### config.mk
export PLATFORM = sky130hd
export DESIGN_NAME = seven_segment_text_encoder_flat
export DESIGN_NICKNAME = d
export VERILOG_FILES = /design/src/rtl/sste_pkg.sv /design/src/rtl/sste_if.sv /design/src/rtl/sste_front.sv /design/src/rtl/sste_queue.sv /design/src/rtl/sste_back.sv /design/src/rtl/seven_segment_text_encoder.sv /design/src/flat_wrapper.sv
export SDC_FILE = /design/constraint.sdc
export NUM_CORES = 1
export LEC_CHECK = 0
export BUFFER_PORTS_ARGS = -buffer_cell sky130_fd_sc_hd__buf_2
export CAP_MARGIN = 20
export CORE_ASPECT_RATIO = 0.6
export CORE_MARGIN = 8
export CORE_UTILIZATION = 45
export CTS_CLUSTER_DIAMETER = 40
export DETAILED_ROUTE_END_ITERATION = 10
export PLACE_DENSITY_LB_ADDON = 0.12
export SETUP_SLACK_MARGIN = 0.1
export SLEW_MARGIN = 20
export SYNTH_ARGS = -nofsm -noshare
export SYNTH_HDL_FRONTEND = slang
export SYNTH_SLANG_ARGS = --single-unit
export TNS_END_PERCENT = 10
### constraint.sdc
create_clock -name clk -period 7.2 [get_ports clk]
set_clock_uncertainty 0.15 [all_clocks]
set_input_delay 2.16 -clock clk [delete_from_list [all_inputs] [get_ports clk]]
set_output_delay 2.16 -clock clk [all_outputs]
set_load 0.005 [all_outputs]
### src/rtl/sste_pkg.sv
package sste_pkg;

	typedef logic [7:0] seg_byte_t;
	typedef logic [6:0] glyph_t;

	localparam logic [7:0] CHAR_PERIOD = 8'h2E;
	localparam logic [7:0] CHAR_COLON  = 8'h3A;
	localparam logic [7:0] GLYPH_BASE  = 8'h20;
	localparam seg_byte_t  POINT_BIT   = 8'h80;
	localparam int         GLYPH_SPAN  = 96;
	localparam int         QUEUE_DEPTH = 2;

	// segments a-g in bits 0-6, codes 0x20..0x7F
	localparam glyph_t GLYPH_ROM [GLYPH_SPAN] = '{
		7'h00, 7'h06, 7'h22, 7'h5C, 7'h6D, 7'h52, 7'h7D, 7'h02,
		7'h39, 7'h0F, 7'h76, 7'h46, 7'h0C, 7'h40, 7'h08, 7'h52,
		7'h3F, 7'h06, 7'h5B, 7'h4F, 7'h66, 7'h6D, 7'h7D, 7'h07,
		7'h7F, 7'h6F, 7'h10, 7'h0C, 7'h58, 7'h48, 7'h7D, 7'h53,
		7'h7B, 7'h77, 7'h7C, 7'h58, 7'h5E, 7'h79, 7'h71, 7'h3D,
		7'h76, 7'h06, 7'h1E, 7'h74, 7'h38, 7'h55, 7'h37, 7'h3F,
		7'h73, 7'h67, 7'h77, 7'h6D, 7'h78, 7'h3E, 7'h3E, 7'h7E,
		7'h76, 7'h6E, 7'h5B, 7'h39, 7'h64, 7'h0F, 7'h23, 7'h10,
		7'h20, 7'h5F, 7'h7C, 7'h58, 7'h5E, 7'h7B, 7'h71, 7'h6F,
		7'h74, 7'h04, 7'h0E, 7'h74, 7'h38, 7'h55, 7'h54, 7'h5C,
		7'h73, 7'h67, 7'h50, 7'h6D, 7'h78, 7'h1C, 7'h1C, 7'h1C,
		7'h76, 7'h6E, 7'h5B, 7'h39, 7'h06, 7'h0F, 7'h04, 7'h7F
	};

	function automatic glyph_t glyph_of(input logic [7:0] code);
		logic [6:0] idx;
		idx = code[6:0] - GLYPH_BASE[6:0];
		if (code < GLYPH_BASE || code[7]) begin
			return '0;
		end
		return GLYPH_ROM[idx];
	endfunction

endpackage

### src/rtl/sste_if.sv
interface sste_in_if;
	logic       valid;
	logic       ready;
	logic [7:0] char_code;
	logic       last_char;

	modport source (output valid, output char_code, output last_char, input ready);
	modport sink   (input valid, input char_code, input last_char, output ready);
endinterface

interface sste_out_if;
	logic       valid;
	logic       ready;
	logic [1:0] group_index;
	logic [7:0] segment_byte;
	logic       last_group;

	modport source (output valid, output group_index, output segment_byte,
		output last_group, input ready);
	modport sink   (input valid, input group_index, input segment_byte,
		input last_group, output ready);
endinterface

### src/rtl/sste_front.sv
module sste_front import sste_pkg::*; #(
	parameter int DIGIT_COUNT = 4
) (
	input  logic                         clk,
	input  logic                         arst_n,
	sste_in_if.sink                      text,
	output logic                         push,
	output logic [DIGIT_COUNT-1:0][7:0]  push_data,
	input  logic                         full
);

	localparam int DW = $clog2(DIGIT_COUNT + 1);

	logic [1:0]                   chars_seen_q;
	logic [DW-1:0]                digits_filled_q;
	logic [DIGIT_COUNT-1:0][7:0]  buf_q;
	logic [DIGIT_COUNT-1:0][7:0]  buf_next;
	logic [DW-1:0]                point_grp;
	logic                         early;
	logic                         is_dot;
	logic                         is_colon;
	logic                         colon_ok;
	logic                         put_ok;
	logic                         point_ok;
	logic                         accept;
	glyph_t                       glyph;

	assign text.ready = !full;
	assign accept     = text.valid && text.ready;

	always_comb begin
		early     = chars_seen_q < 2'd2;
		is_dot    = text.char_code == CHAR_PERIOD;
		is_colon  = text.char_code == CHAR_COLON;
		colon_ok  = !early && is_colon && digits_filled_q == DW'(2);
		point_ok  = !early && is_dot && digits_filled_q >= DW'(2);
		put_ok    = (early || (!is_dot && !colon_ok))
			&& digits_filled_q < DW'(DIGIT_COUNT);
		point_grp = (digits_filled_q == DW'(2)) ? '0 : digits_filled_q - DW'(1);
		glyph     = glyph_of(text.char_code);
		for (int i = 0; i < DIGIT_COUNT; i++) begin
			buf_next[i] = buf_q[i];
			if (put_ok && digits_filled_q == DW'(i)) begin
				buf_next[i] = buf_next[i] | {1'b0, glyph};
			end
			if (point_ok && point_grp == DW'(i)) begin
				buf_next[i] = buf_next[i] | POINT_BIT;
			end
			if (colon_ok && i == 1) begin
				buf_next[i] = buf_next[i] | POINT_BIT;
			end
		end
	end

	assign push      = accept && text.last_char;
	assign push_data = buf_next;

	always_ff @(posedge clk or negedge arst_n) begin
		if (!arst_n) begin
			chars_seen_q    <= '0;
			digits_filled_q <= '0;
			buf_q           <= '0;
		end else if (accept) begin
			if (text.last_char) begin
				chars_seen_q    <= '0;
				digits_filled_q <= '0;
				buf_q           <= '0;
			end else begin
				if (early) begin
					chars_seen_q <= chars_seen_q + 2'd1;
				end
				if (put_ok) begin
					digits_filled_q <= digits_filled_q + DW'(1);
				end
				buf_q <= buf_next;
			end
		end
	end

endmodule

### src/rtl/sste_queue.sv
module sste_queue import sste_pkg::*; #(
	parameter int WIDTH = 32
) (
	input  logic             clk,
	input  logic             arst_n,
	input  logic             push,
	input  logic [WIDTH-1:0] push_data,
	output logic             full,
	input  logic             pop,
	output logic             empty,
	output logic [WIDTH-1:0] head
);

	localparam int PW = $clog2(QUEUE_DEPTH);
	localparam int CW = $clog2(QUEUE_DEPTH + 1);

	logic [WIDTH-1:0] entry_q [QUEUE_DEPTH];
	logic [PW-1:0]    wr_q;
	logic [PW-1:0]    rd_q;
	logic [CW-1:0]    count_q;
	logic             do_push;
	logic             do_pop;

	assign full    = count_q == CW'(QUEUE_DEPTH);
	assign empty   = count_q == '0;
	assign head    = entry_q[rd_q];
	assign do_push = push && !full;
	assign do_pop  = pop && !empty;

	always_ff @(posedge clk) begin
		if (do_push) begin
			entry_q[wr_q] <= push_data;
		end
	end

	always_ff @(posedge clk or negedge arst_n) begin
		if (!arst_n) begin
			wr_q    <= '0;
			rd_q    <= '0;
			count_q <= '0;
		end else begin
			if (do_push) begin
				wr_q <= (wr_q == PW'(QUEUE_DEPTH - 1)) ? '0 : wr_q + PW'(1);
			end
			if (do_pop) begin
				rd_q <= (rd_q == PW'(QUEUE_DEPTH - 1)) ? '0 : rd_q + PW'(1);
			end
			if (do_push && !do_pop) begin
				count_q <= count_q + CW'(1);
			end else if (do_pop && !do_push) begin
				count_q <= count_q - CW'(1);
			end
		end
	end

endmodule

### src/rtl/sste_back.sv
module sste_back import sste_pkg::*; #(
	parameter int DIGIT_COUNT = 4
) (
	input  logic                         clk,
	input  logic                         arst_n,
	input  logic                         empty,
	input  logic [DIGIT_COUNT-1:0][7:0]  head,
	output logic                         pop,
	sste_out_if.source                   groups
);

	localparam int GW = $clog2(DIGIT_COUNT);

	logic [GW-1:0] grp_q;
	logic          at_end;
	logic          taken;

	assign at_end              = grp_q == GW'(DIGIT_COUNT - 1);
	assign taken               = groups.valid && groups.ready;
	assign groups.valid        = !empty;
	assign groups.group_index  = grp_q[1:0];
	assign groups.segment_byte = head[grp_q];
	assign groups.last_group   = at_end;
	assign pop                 = taken && at_end;

	always_ff @(posedge clk or negedge arst_n) begin
		if (!arst_n) begin
			grp_q <= '0;
		end else if (taken) begin
			grp_q <= at_end ? '0 : grp_q + GW'(1);
		end
	end

endmodule

### src/rtl/seven_segment_text_encoder.sv
// Channel   Dir  Payload                                               Request
// text      in   char_code[7:0], last_char                             one character
// groups    out  group_index[1:0], segment_byte[7:0], last_group       one group byte
//
// The front takes one character per cycle while text.ready is high and folds
// it into the string buffer in the same cycle; a closing character hands the
// finished buffer to a two-entry queue. The back emits one group byte per
// cycle while groups.ready is high, DIGIT_COUNT bytes per string, so the
// groups port sets the rate for short strings. Reset clears the string
// state and empties the queue. text.ready drops only while the queue holds
// two finished strings; groups stalls never block the front otherwise.
module seven_segment_text_encoder import sste_pkg::*; #(
	parameter int DIGIT_COUNT = 4
) (
	input  logic        clk,
	input  logic        arst_n,
	sste_in_if.sink     text,
	sste_out_if.source  groups
);

	// front to queue
	logic                         push;
	logic [DIGIT_COUNT-1:0][7:0]  push_data;
	logic                         full;
	// queue to back
	logic                         pop;
	logic                         empty;
	logic [DIGIT_COUNT-1:0][7:0]  head;

	// accept and classify characters, build the string buffer
	sste_front #(.DIGIT_COUNT(DIGIT_COUNT)) u_front (
		.clk       (clk),
		.arst_n    (arst_n),
		.text      (text),
		.push      (push),
		.push_data (push_data),
		.full      (full)
	);

	// hold finished strings so each side can stall on its own
	sste_queue #(.WIDTH(DIGIT_COUNT * 8)) u_queue (
		.clk       (clk),
		.arst_n    (arst_n),
		.push      (push),
		.push_data (push_data),
		.full      (full),
		.pop       (pop),
		.empty     (empty),
		.head      (head)
	);

	// advance through the groups of the head string
	sste_back #(.DIGIT_COUNT(DIGIT_COUNT)) u_back (
		.clk    (clk),
		.arst_n (arst_n),
		.empty  (empty),
		.head   (head),
		.pop    (pop),
		.groups (groups)
	);

endmodule
### src/flat_wrapper.sv
// flat-port wrapper written by rule: the top's interface ports become plain ports
module seven_segment_text_encoder_flat import sste_pkg::*;
#(
	parameter int DIGIT_COUNT = 4
)
  (clk, arst_n, text_valid, text_char_code, text_last_char, text_ready, groups_valid, groups_group_index, groups_segment_byte, groups_last_group, groups_ready);
  sste_in_if text_i ();
  sste_out_if groups_i ();
  input  logic clk;
  input  logic arst_n;
  input wire logic [$bits(text_i.valid)-1:0] text_valid;
  input wire logic [$bits(text_i.char_code)-1:0] text_char_code;
  input wire logic [$bits(text_i.last_char)-1:0] text_last_char;
  output wire logic [$bits(text_i.ready)-1:0] text_ready;
  output wire logic [$bits(groups_i.valid)-1:0] groups_valid;
  output wire logic [$bits(groups_i.group_index)-1:0] groups_group_index;
  output wire logic [$bits(groups_i.segment_byte)-1:0] groups_segment_byte;
  output wire logic [$bits(groups_i.last_group)-1:0] groups_last_group;
  input wire logic [$bits(groups_i.ready)-1:0] groups_ready;
  assign text_i.valid = text_valid;
  assign text_i.char_code = text_char_code;
  assign text_i.last_char = text_last_char;
  assign text_ready = text_i.ready;
  assign groups_valid = groups_i.valid;
  assign groups_group_index = groups_i.group_index;
  assign groups_segment_byte = groups_i.segment_byte;
  assign groups_last_group = groups_i.last_group;
  assign groups_i.ready = groups_ready;
  seven_segment_text_encoder #(.DIGIT_COUNT(DIGIT_COUNT)) u_core (.clk(clk), .arst_n(arst_n), .text(text_i), .groups(groups_i));
endmodule
Word-level counts from Yosys, hierarchy flattened
Memory sizes are Yosys's and may differ from the RTL's.
Cells that the tools add are included.
{ "classes": {"addsub": 9, "order_cmp": 6, "n_eq_ne": 10, "n_mux": 29, "bitwise_logic": 5, "reduce_logical": 39} }
{ "ops": {"columns": ["op", "count"], "rows": [
  ["$mux W8", 10],
  ["$mux W32", 1],
  ["$or A8 B7 Y8", 4],
  ["$mux W7", 4],
  ["$logic_and A1 B1 Y1", 22],
  ["$bmux W8 S2", 1],
  ["$eq A8 B6 Y1 const B", 2],
  ["$eq A3 B2 Y1 const B", 4],
  ["$mux W2", 5],
  ["$mux W3", 3],
  ["$ge A8 B8 Y1 const B", 1],
  ["$lt A8 B6 Y1 const B", 1],
  ["$not A7 Y8", 1],
  ["$logic_not A1 Y1", 7],
  ["$sub A7 B6 Y7 const B", 1],
  ["$add A2 B1 Y2 const B", 3],
  ["$eq A3 B1 Y1 const B", 2],
  ["$logic_not A3 Y1", 2],
  ["$reduce_bool A2 Y1", 3],
  ["$mux W1", 5],
  ["$eq A2 B2 Y1 const B", 2],
  ["$reduce_and A2 Y1", 2],
  ["$add A3 B1 Y3 const B", 1],
  ["$ge A3 B2 Y1 const B", 1],
  ["8 further kinds", 10]
]} }
{ "totals": {"reg_bits": 43, "ram_bits": 64, "mem_bits_ro": 896, "input_bits": 13, "output_inout_bits": 13, "word_cells": 110, "memories": 2} }
{ "memory_table": {"columns": ["name", "words", "width", "read_ports", "rd_clocked_by_memory_dff", "write_ports", "line", "text"], "rows": [
  ["(no name shown)", 128, 7, 1, 0, 0, "sste_pkg.sv:35", "return GLYPH_ROM[idx];"],
  ["u_core.u_queue.entry_q", 2, 32, 1, 0, 1, "sste_queue.sv:17", "logic [WIDTH-1:0] entry_q [QUEUE_DEPTH];"]
]} }

Longest topological paths before layout
Gate-level depths: netlist of run 1.
{ "logic_depth": {"ltp_word": 13, "mapped_depth": 11, "ltp_nobuf": 9} }

Hierarchy
From an unflattened synthesis of run 1, not the netlist that was laid out.
{ "unflattened": {"hier_cells": 547, "hier_area_um2": 6352.3} }
{ "modules_own_cells": {"columns": ["mod", "instances", "cells_per_inst", "area_each_um2", "seq_area_each_um2"], "rows": [
  ["sste_front", 1, 409, 3392.0, 925.9],
  ["sste_queue", 1, 119, 2658.8, 2021.9],
  ["sste_back", 1, 19, 301.5, 50.0]
]} }

Worst setup path before layout of run 1
Ideal clock, no wire load.
{ "synth_timing": {"kind": "input to register", "startpoint": "input text_valid", "endpoint": "memory u_core.u_queue.entry_q[0][0] (enable)", "setup_ns": 0.421, "arrival_time_ns": 4.157, "required_ns": 6.629, "setup_slack_ns": 2.472, "stages": 5, "path_buffers": 2, "path_cell_list": "and2_1 clkbuf_1 nand2_2 clkbuf_1 nor2_1"} }
{ "synth_between": {"elab_chain_cells": 5} }
{ "synth_rtl": {"columns": ["element", "line", "text"], "rows": [
  ["from (decl)", "flat_wrapper.sv:11", "input wire logic [$bits(text_i.valid)-1:0] text_valid;"],
  ["$logic_and A1 B1 Y1", "sste_front.sv:29", "assign accept = text.valid && text.ready;"],
  ["$logic_and A1 B1 Y1", "sste_front.sv:55", "assign push = accept && text.last_char;"],
  ["$logic_and A1 B1 Y1", "sste_queue.sv:27", "assign do_push = push && !full;"],
  ["$mux W1", "sste_queue.sv:31", "if (do_push) begin"],
  ["$mux W1 (implied by the code)", "sste_queue.sv:32", "entry_q[wr_q] <= push_data;"],
  ["to (decl)", "sste_queue.sv:17", null]
]} }
No other way between the ends.

==> impl_metrics.toml, run 1 <==
[status]
outcome = "completed"

[global_route]
grt_pass1_vias = 4457
grt_use_met1_pct = 27.0
grt.overflow.total = 0
gr-usage-all-layers_pct = 18.5
gr-max-usage-layer = "met1"
use_met2_pct = 26.8
use_met3_pct = 4.99
grt_max_degree = 49
antenna_found_initial = 0
grt_pass1_wl_mm = 25.8

[sta]
period_needed_ps = 4910
slew_headroom_pct = 28.6
drv_slew = 0
fin_crit_sh_pct = 68.1
finalHoldViolations = 0
worstMarginPinSlew_ps = 1060
fmax_mhz = 204
setup_viol = 0
tns_ps = 0
rsz0062_at_grt = "false"

[finish]
diodes = 0
final_util_pct = 49.4
area_growth_pct = 8.28
nNetsFinal = 574
nFillCells = 1232
drive_gt1_share_pct = 17.8

[die]
fp-row-count = 33
die_y_um = 107
fp.dieW_um = 167
start_util_pct = 45.6
die-area_um2 = 17900
io_pins = 26
core_region_area_um2 = 13500

[detailed_routing]
dr.pass1.iters = 5
drcViolationCount = 0
wire_per_inst_um = 22.4
wl_mm = 16.1
viasPerCell = 6.27
drt_iter0_drc = 456
drtAntennaViolNets = 0
via_count = 4515

[clocking]
clockBufferDepth = 2
post-cts-setup-buffers = 0
cts_root_buf = "clkbuf_16"
clock-sinks = 107
cts_tree = "yes"
numCtsBuffers = 9
htree_levels = 3
clk_pin_slew_worst_paths_ps = 70
ctsResizeCount = 0
holdBufCountCts = 0
clk_latency_ps = 350

[worst_hold_path]
hold-path-endpoint = "u_core.u_front.buf_q[0]"
min_path_cells = 2
hp-class = "register to register"
hp-start = "u_core.u_front.buf_q[0]"

[pwr]
swShare_pct = 33.2
power.share.clock_pct = 23.4
power_frac_comb_pct = 33.0
intPower_w = 0.00138
powerDensity_nw_per_um2 = 308
peakVddDrop_mv = 0.136
switchingPower_w = 0.000684
leakagePower_nw = 2.56
p_seq_share_pct = 43.6

[worst_setup_path]
rr_startpoint = "u_core.u_queue.count_q[0]"
worstPathCellList = "buf_2 -> inv_1 -> mux4_2 -> a21oi_1 -> o311ai_1 -> buf_4 -> o21bai_1"
max_stage_delay_ps = 620
arrival_ps = 4910
worstSetupPathType = "primary input to register"
worst_setup_path_start_kind = "primary input"
cpMaxStageDelayCell = "buf_2"
worst-path-buf-inv = 3
cp-end-kind = "register"
critical-path-top-delay-family = "buffers and inverters"
reg2reg_depth = 6
regToRegEndpoint = "u_core.u_queue.entry_q[0][1]"
r2r_slack_ps = 3970
crit_required_ps = 7200
worstPathMaxFanout = 48

[yosys]
synth_common_cells = "64 x edfxtp_1, 43 x dfrtp_1, 39 x nand2_1"
synthTopCellsByArea = "edfxtp_1 31%, dfrtp_1 17%, mux4_2 7.3%"
synth_edf_count = 64
synth_ff_type = "edfxtp_1"
avgSynthCellArea_um2 = 11.6
ys_seq_area_share_pct = 48.5
yosysTopAreaCell = "edfxtp_1"
synth_cell_type_count = 78
yosysTopAreaCellShare_pct = 31.1
syn-cell-area_um2 = 6180
ys_warn_count = 0
async_flop_share_pct = 40.2
netlist_instances = 534
synth.most_common_cell = "edfxtp_1"
synth-seq-cells = 107
synth_nets = 568

[place]
hpwlAfterDp_mm = 11.5
place.gp.congestion = 0.955
portBuffers = 25

[job]
max-cap-violations = 0
-- sequential cells by signal, summed over array words and instances, names as in the netlist --
| register | flops |
|---|---|
| u_core.u_queue.entry_q | 64 |
| u_core.u_front.chars_seen_q | 2 |
| u_core.u_front.digits_filled_q | 3 |
| u_core.u_queue.rd_q | 1 |
| u_core.u_queue.count_q | 2 |
| u_core.u_back.groups.group_index | 2 |
| u_core.u_front.buf_q | 32 |
| u_core.u_queue.wr_q | 1 |
-- placed cells by master (no fill, tap or decap), types with 6 or more instances in the layout --
| cell | synthesis | routed |
|---|---|---|
| a31o_2 | 9 | 9 |
| a21o_1 | 10 | 10 |
| o21a_1 | 7 | 7 |
| a21oi_1 | 22 | 22 |
| clkbuf_16 | 0 | 10 |
| a32o_1 | 8 | 8 |
| nand2b_1 | 19 | 19 |
| nor2b_1 | 15 | 15 |
| ha_1 | 21 | 21 |
| nor3_1 | 10 | 10 |
| o21ai_0 | 14 | 14 |
| a211oi_1 | 6 | 6 |
| inv_1 | 13 | 13 |
| mux4_2 | 20 | 20 |
| nor2_1 | 28 | 27 |
| edfxtp_1 | 64 | 64 |
| o211ai_1 | 6 | 6 |
| and2_1 | 8 | 8 |
| nand2_1 | 39 | 39 |
| a31oi_1 | 9 | 9 |
| mux2_2 | 10 | 10 |
| nand3_1 | 9 | 9 |
| dfrtp_1 | 43 | 43 |
| o21bai_1 | 9 | 9 |
| buf_2 | 18 | 24 |
| buf_4 | 3 | 6 |
-- cells by family (layout without fill, tap and decap cells) --
kind of cell | Yosys count | count (layout) | synth area share [%]
buf+inv | 49 | 60 | 3.64
compound gates | 160 | 160 | 19.8
simple gates | 156 | 156 | 13.0
flops | 107 | 107 | 48.5
mux | 33 | 33 | 9.68
fa+ha+maj | 21 | 21 | 4.25
xor+xnor | 8 | 8 | 1.13
-- cell type report --
cell class	instances	area [µm²]	area share, %
Clock buffer	13	272	4.06
Multi-Input combinational cell	378	2970	44.3
Sequential cell	107	3000	44.8
Timing Repair Buffer	30	165	2.47
Tap cell	175	219	3.27
Inverter	14	52.6	0.785
Clock inverter	3	20.0	0.299
-- power groups by stage --
| stage | logic, W | registers, W | clock network [W] |
|---|---|---|---|
| 2_1_floorplan | 0.000523 | 0.000846 | 0 |
| 3_3_place_gp | 0.000676 | 0.000909 | 0 |
| 3_5_place_dp | 0.000683 | 0.000913 | 0 |
| 4_1_cts | 0.000689 | 0.000901 | 0.000493 |
| 5_1_grt | 0.000755 | 0.000916 | 0.000518 |
| 6_report | 0.000681 | 0.000900 | 0.000483 |
-- how the worst max path moves through the flow --
stage,cells after the start,startpoint,endpoint
after floorplan,5,text_valid,u_core.u_queue.entry_q[0][0]
after global placement,7,text_char_code[2],u_core.u_queue.entry_q[0][19]
after detailed placement,7,text_char_code[2],u_core.u_queue.entry_q[0][2]
after CTS,7,text_char_code[2],u_core.u_queue.entry_q[1][2]
after global routing,7,text_char_code[2],u_core.u_queue.entry_q[1][2]
final,7,text_char_code[2],u_core.u_queue.entry_q[0][19]
-- layer usage --
layer	share of wire [%]	vias to the layer above
met1	49	2269
met4	1.4	0
met2	43	152
li1	-	2078
met3	6.8	16
met5	0	-
-- stage by stage --
step / hold WS [ps] / power (W) / std cells / setup WS, ps / area [µm²]
final: 330 / 0.00206 / 720 / 2290 / 6690
after floorplan: 293 / 0.00137 / 534 / 2470 / 6180
after CTS: 336 / 0.00208 / 720 / 2410 / 6680
after global routing: 360 / 0.00219 / 720 / 2100 / 6690
after detailed placement: 320 / 0.00160 / 704 / 2050 / 6390
after global placement: 306 / 0.00158 / 704 / 2060 / 6390
-- worst min-delay path, stage by stage (launching register included) --
cell and delay, ps:
dfrtp_1 340, nand2_1 50, o31ai_1 60
Note: power is estimated with default switching activity, not from simulation.
==> inputs of run 2 (changes only) <==
==> constraint.sdc (replaced) <==
create_clock -name clk -period 5.1 [get_ports clk]
set_clock_uncertainty 0.15 [all_clocks]
set_input_delay 1.53 -clock clk [delete_from_list [all_inputs] [get_ports clk]]
set_output_delay 1.53 -clock clk [all_outputs]
set_load 0.005 [all_outputs]
==> impl_metrics.toml, run 2 (synthesis results as in run 1) <==
[sta]
period_needed_ps = 4260
setup_viol = 0
finalHoldWorstSlack_ps = 332
fmax_mhz = 235
drv_slew = 0
tns_ps = 0
rsz0062_at_grt = "false"
fin_crit_sh_pct = 83.5
slew_headroom_pct = 40.4
finalHoldViolations = 0
worstMarginPinSlew_ps = 894
setup_ws_ps = 842

[worst_setup_path]
r2r_slack_ps = 2230
worstPathMaxFanout = 15
crit_required_ps = 5050
arrival_ps = 4210
reg2reg_depth = 7
crit_start = "text_char_code[1]"
worstSetupPathType = "primary input to register"
rr_startpoint = "u_core.u_front.digits_filled_q[0]"
regToRegEndpoint = "u_core.u_queue.entry_q[0][13]"
cp-endpoint = "u_core.u_queue.entry_q[1][18]"
worst_setup_path_start_kind = "primary input"
cp-end-kind = "register"

[global_route]
grt_pass1_vias = 4378
grt.overflow.total = 0
grt_pass1_wl_mm = 25.3
grt_max_degree = 44
gr-usage-all-layers_pct = 18.1
antenna_found_initial = 0

[finish]
reg_top3 = "u_core.u_queue.entry_q (64), u_core.u_front.buf_q (32), u_core.u_front.digits_filled_q (3)"
nFillCells = 1225
area_growth_pct = 10.2
layout_commonest_cell = "edfxtp_1"
largest_reg_flops = 64
drive_gt1_share_pct = 20.0
finalNonFillerCells = 734
regMostFlops = "u_core.u_queue.entry_q"
final_cell_mix = "64 x edfxtp_1, 43 x dfrtp_1, 39 x nand2_1, 27 x nor2_1, 25 x buf_2"
diodes = 0
nNetsFinal = 588

[die]
fp-row-count = 33
fp.dieW_um = 167
core_region_area_um2 = 13500
io_pins = 26
die-area_um2 = 17900
die_y_um = 107
start_util_pct = 45.6

[clocking]
clockBufferDepth = 2
htree_levels = 3
cts_root_buf = "clkbuf_16"
numCtsBuffers = 9
cts_tree = "yes"
ctsResizeCount = 0
holdBufCountCts = 0
post-cts-setup-buffers = 0
clk_pin_slew_worst_paths_ps = 80
clk_latency_ps = 350
clock-sinks = 107

[place]
portBuffers = 25
dpl.cell_count = 718
hpwlAfterDp_mm = 11.4
place.gp.congestion = 0.967
dpl_worst_slack_ps = 596

[status]
outcome = "completed"

[detailed_routing]
via_count = 4523
drt_iter0_drc = 429
viasPerCell = 6.16
wire_per_inst_um = 21.7
dr.pass1.iters = 5
drtAntennaViolNets = 0
wl_mm = 15.9
drcViolationCount = 0

[pwr]
leakagePower_nw = 2.62
powerDensity_nw_per_um2 = 435
peakVddDrop_mv = 0.184

[job]
max-cap-violations = 0

[worst_hold_path]
hp-class = "register to register"
==> run 2: changes by cell type in the layout (fill, tap and decap cells not counted), sizes merged <==
| cell | delta |
|---|---|
| buf | +14 |
| clkbuf | -3 |
| clkinv | -1 |
| clkinvlp | +2 |
| inv | +1 |
| bufinv | +1 |
==> run 2: layout make-up <==
type / instances / area [µm²] / area share, %
flip-flops and latches: 107 / 3000 / 44.0
multi-input cells: 378 / 2960 / 43.5
repair buffers: 44 / 280 / 4.11
clock buffers: 10 / 229 / 3.36
well taps: 175 / 219 / 3.21
clock inverters: 6 / 72.6 / 1.07
inverters: 14 / 52.6 / 0.771
==> run 2: worst min path at each step <==
stage / from / to / depth (start not counted)
after floorplan: u_core.u_front.buf_q[0] / u_core.u_front.buf_q[0] / 2
after global placement: u_core.u_front.buf_q[15] / u_core.u_front.buf_q[15] / 1
after detailed placement: u_core.u_front.buf_q[0] / u_core.u_front.buf_q[0] / 2
after CTS: u_core.u_front.buf_q[0] / u_core.u_front.buf_q[0] / 2
after global routing: u_core.u_front.buf_q[3] / u_core.u_front.buf_q[3] / 2
final: u_core.u_front.buf_q[0] / u_core.u_front.buf_q[0] / 2
==> run 2: layer usage <==
layer	wire (µm)	global-route usage, %
met4	79	2.54
met1	7930	26.6
met3	1100	4.66
met5	0	0
met2	6820	27.0
==> run 2: metrics by stage <==
step / instance area [µm²] / utilization (%) / total power, W
4_1_cts: 6810 / 50.3 / 0.00298
6_report: 6810 / 50.3 / 0.00296
3_3_place_gp: 6510 / 48.1 / 0.00225
5_1_grt: 6810 / 50.3 / 0.00313
2_1_floorplan: 6180 / - / 0.00193
3_5_place_dp: 6510 / 48.1 / 0.00227
==> run 2: critical path: stages <==
cell	delay, ps
buf_2	190
inv_1	250
ha_1	550
nor2b_1	150
o311ai_0	620
buf_4	210
a41oi_1	110
o21a_1	260
a31o_2	310
==> run 2: report_power, final <==
| part | total (W) | internal [W] | leakage [nW] | switching (W) |
|---|---|---|---|---|
| clock network | 0.000713 | 0.000387 | 0.137 | 0.000326 |
| registers | 0.00127 | 0.00112 | 1.18 | 0.000154 |
| logic | 0.000976 | 0.000471 | 1.31 | 0.000505 |
| total | 0.00296 | 0.00198 | 2.62 | 0.000985 |
==> inputs of run 3 (changes only) <==
==> constraint.sdc (replaced) <==
create_clock -name clk -period 4.47 [get_ports clk]
set_clock_uncertainty 0.15 [all_clocks]
set_input_delay 1.341 -clock clk [delete_from_list [all_inputs] [get_ports clk]]
set_output_delay 1.341 -clock clk [all_outputs]
set_load 0.005 [all_outputs]
==> impl_metrics.toml, run 3 (synthesis results as in run 1) <==
[status]
outcome = "completed"

[clocking]
post-cts-setup-buffers = 0
clk_latency_ps = 350
numCtsBuffers = 9
holdBufCountCts = 0
cts_root_buf = "clkbuf_16"
clk_pin_slew_worst_paths_ps = 70
ctsResizeCount = 0
cts_tree = "yes"
clockBufferDepth = 2
clock-sinks = 107
htree_levels = 3

[pwr]
powerDensity_nw_per_um2 = 498
power_frac_comb_pct = 33.6
power.share.clock_pct = 24.1
p_seq_share_pct = 42.3
leakagePower_nw = 2.66
power_w = 0.00341
swShare_pct = 33.0
intPower_w = 0.00228
switchingPower_w = 0.00113
peakVddDrop_mv = 0.210

[die]
die-area_um2 = 17900
fp.dieW_um = 167
start_util_pct = 45.6
io_pins = 26
fp-row-count = 33
die_y_um = 107
core_region_area_um2 = 13500

[global_route]
grt_max_degree = 48
grt_pass1_vias = 4409
grt_use_met1_pct = 27.6
antenna_found_initial = 0
use_met3_pct = 5.06
grt.overflow.total = 0
use_met2_pct = 27.4
gr-max-usage-layer = "met1"
gr-usage-all-layers_pct = 18.7
grt_pass1_wl_mm = 26.1

[sta]
finalHoldViolations = 0
slew_headroom_pct = 35.3
worstMarginPinSlew_ps = 968
setup_viol = 0
setup_ws_ps = 631
fin_crit_sh_pct = 85.9
tns_ps = 0
period_needed_ps = 3840
fmax_mhz = 260
rsz0062_at_grt = "false"
drv_slew = 0
finalHoldWorstSlack_ps = 324

[worst_setup_path]
cp-end-kind = "register"
worstSetupPathType = "primary input to register"
worst_setup_path_start_kind = "primary input"
arrival_ps = 3760
worstPathMaxFanout = 15
crit_required_ps = 4390

[detailed_routing]
wl_mm = 16.4
drcViolationCount = 0
drtAntennaViolNets = 0
drt_iter0_drc = 428
via_count = 4582
wire_per_inst_um = 22.3
viasPerCell = 6.23
dr.pass1.iters = 5

[worst_hold_path]
hp-class = "register to register"

[finish]
drive_gt1_share_pct = 20.5
nNetsFinal = 590
largest_reg_flops = 64
layout_commonest_cell = "edfxtp_1"
diodes = 0
regMostFlops = "u_core.u_queue.entry_q"
finalNonFillerCells = 736
final_cell_mix = "64 x edfxtp_1, 43 x dfrtp_1, 39 x nand2_1, 27 x nor2_1, 24 x buf_2"
reg_top3 = "u_core.u_queue.entry_q (64), u_core.u_front.buf_q (32), u_core.u_front.digits_filled_q (3)"
area_growth_pct = 10.8

[place]
portBuffers = 25
hpwlAfterDp_mm = 11.6
dpl.cell_count = 720
place.gp.congestion = 0.990
dpl_worst_slack_ps = 328

[job]
max-cap-violations = 0
## run 3: cell types whose count changed in the layout (fill, tap and decap cells not counted), sizes merged
cell,previous run,this run
clkinv,1,3
clkinvlp,3,0
buf,44,46
inv,15,16
## run 3: metal layers
layer / share of wire [%] / wire length, µm / vias to the layer above
met4: 0.75 / 123 / 0
met3: 8.5 / 1400 / 17
met2: 43 / 7030 / 172
met1: 48 / 7850 / 2278
li1: - / - / 2115
met5: 0 / 0 / -
## run 3: power groups by stage
stage	Sequential, W	Clock, W	Combinational, W
finish	0.00144	0.000823	0.00114
global route	0.00147	0.000877	0.00126
CTS	0.00145	0.000841	0.00116
detailed placement	0.00146	0	0.00115
global placement	0.00146	0	0.00113
floorplan	0.00136	0	0.000842
## run 3: area by class of cell
cell class	count	area, µm²
Fill cell	1215	6690
Timing Repair Buffer	46	310
Tap cell	175	219
Multi-Input combinational cell	378	2960
Inverter	14	52.6
Sequential cell	107	3000
Clock buffer	10	239
Clock inverter	6	70.1
## run 3: path summary, 6_finish.rpt
| kind | cells past startpoint | slack (ps) | end | from |
|---|---|---|---|---|
| min in group asynchronous | 1 | 840 | u_core.u_front.buf_q[19] | arst_n |
| hold reg to reg | 2 | 320 | u_core.u_front.buf_q[24] | u_core.u_front.buf_q[24] |
| hold / removal | 2 | 320 | u_core.u_front.buf_q[24] | u_core.u_front.buf_q[24] |
| setup reg to reg | 7 | 1770 | u_core.u_queue.entry_q[1][13] | u_core.u_front.digits_filled_q[0] |
| max in group asynchronous | 1 | 2930 | u_core.u_front.buf_q[20] | arst_n |
| setup / recovery | 8 | 630 | u_core.u_queue.entry_q[1][16] | text_char_code[1] |
## run 3: stage by stage
step                      instance area, µm²  utilization [%]
after global placement                  6540             48.3
after floorplan                         6180                -
after CTS                               6850             50.6
final                                   6850             50.6
after global routing                    6850             50.6
after detailed placement                6540             48.3
## run 3: worst max-delay path, cell delays in order
cell and delay [ps]:
buf_2 190, inv_1 250, ha_1 530, nor2b_1 140, or4b_2 660, o221ai_1 120, a2bb2oi_2 370, o21bai_1 160
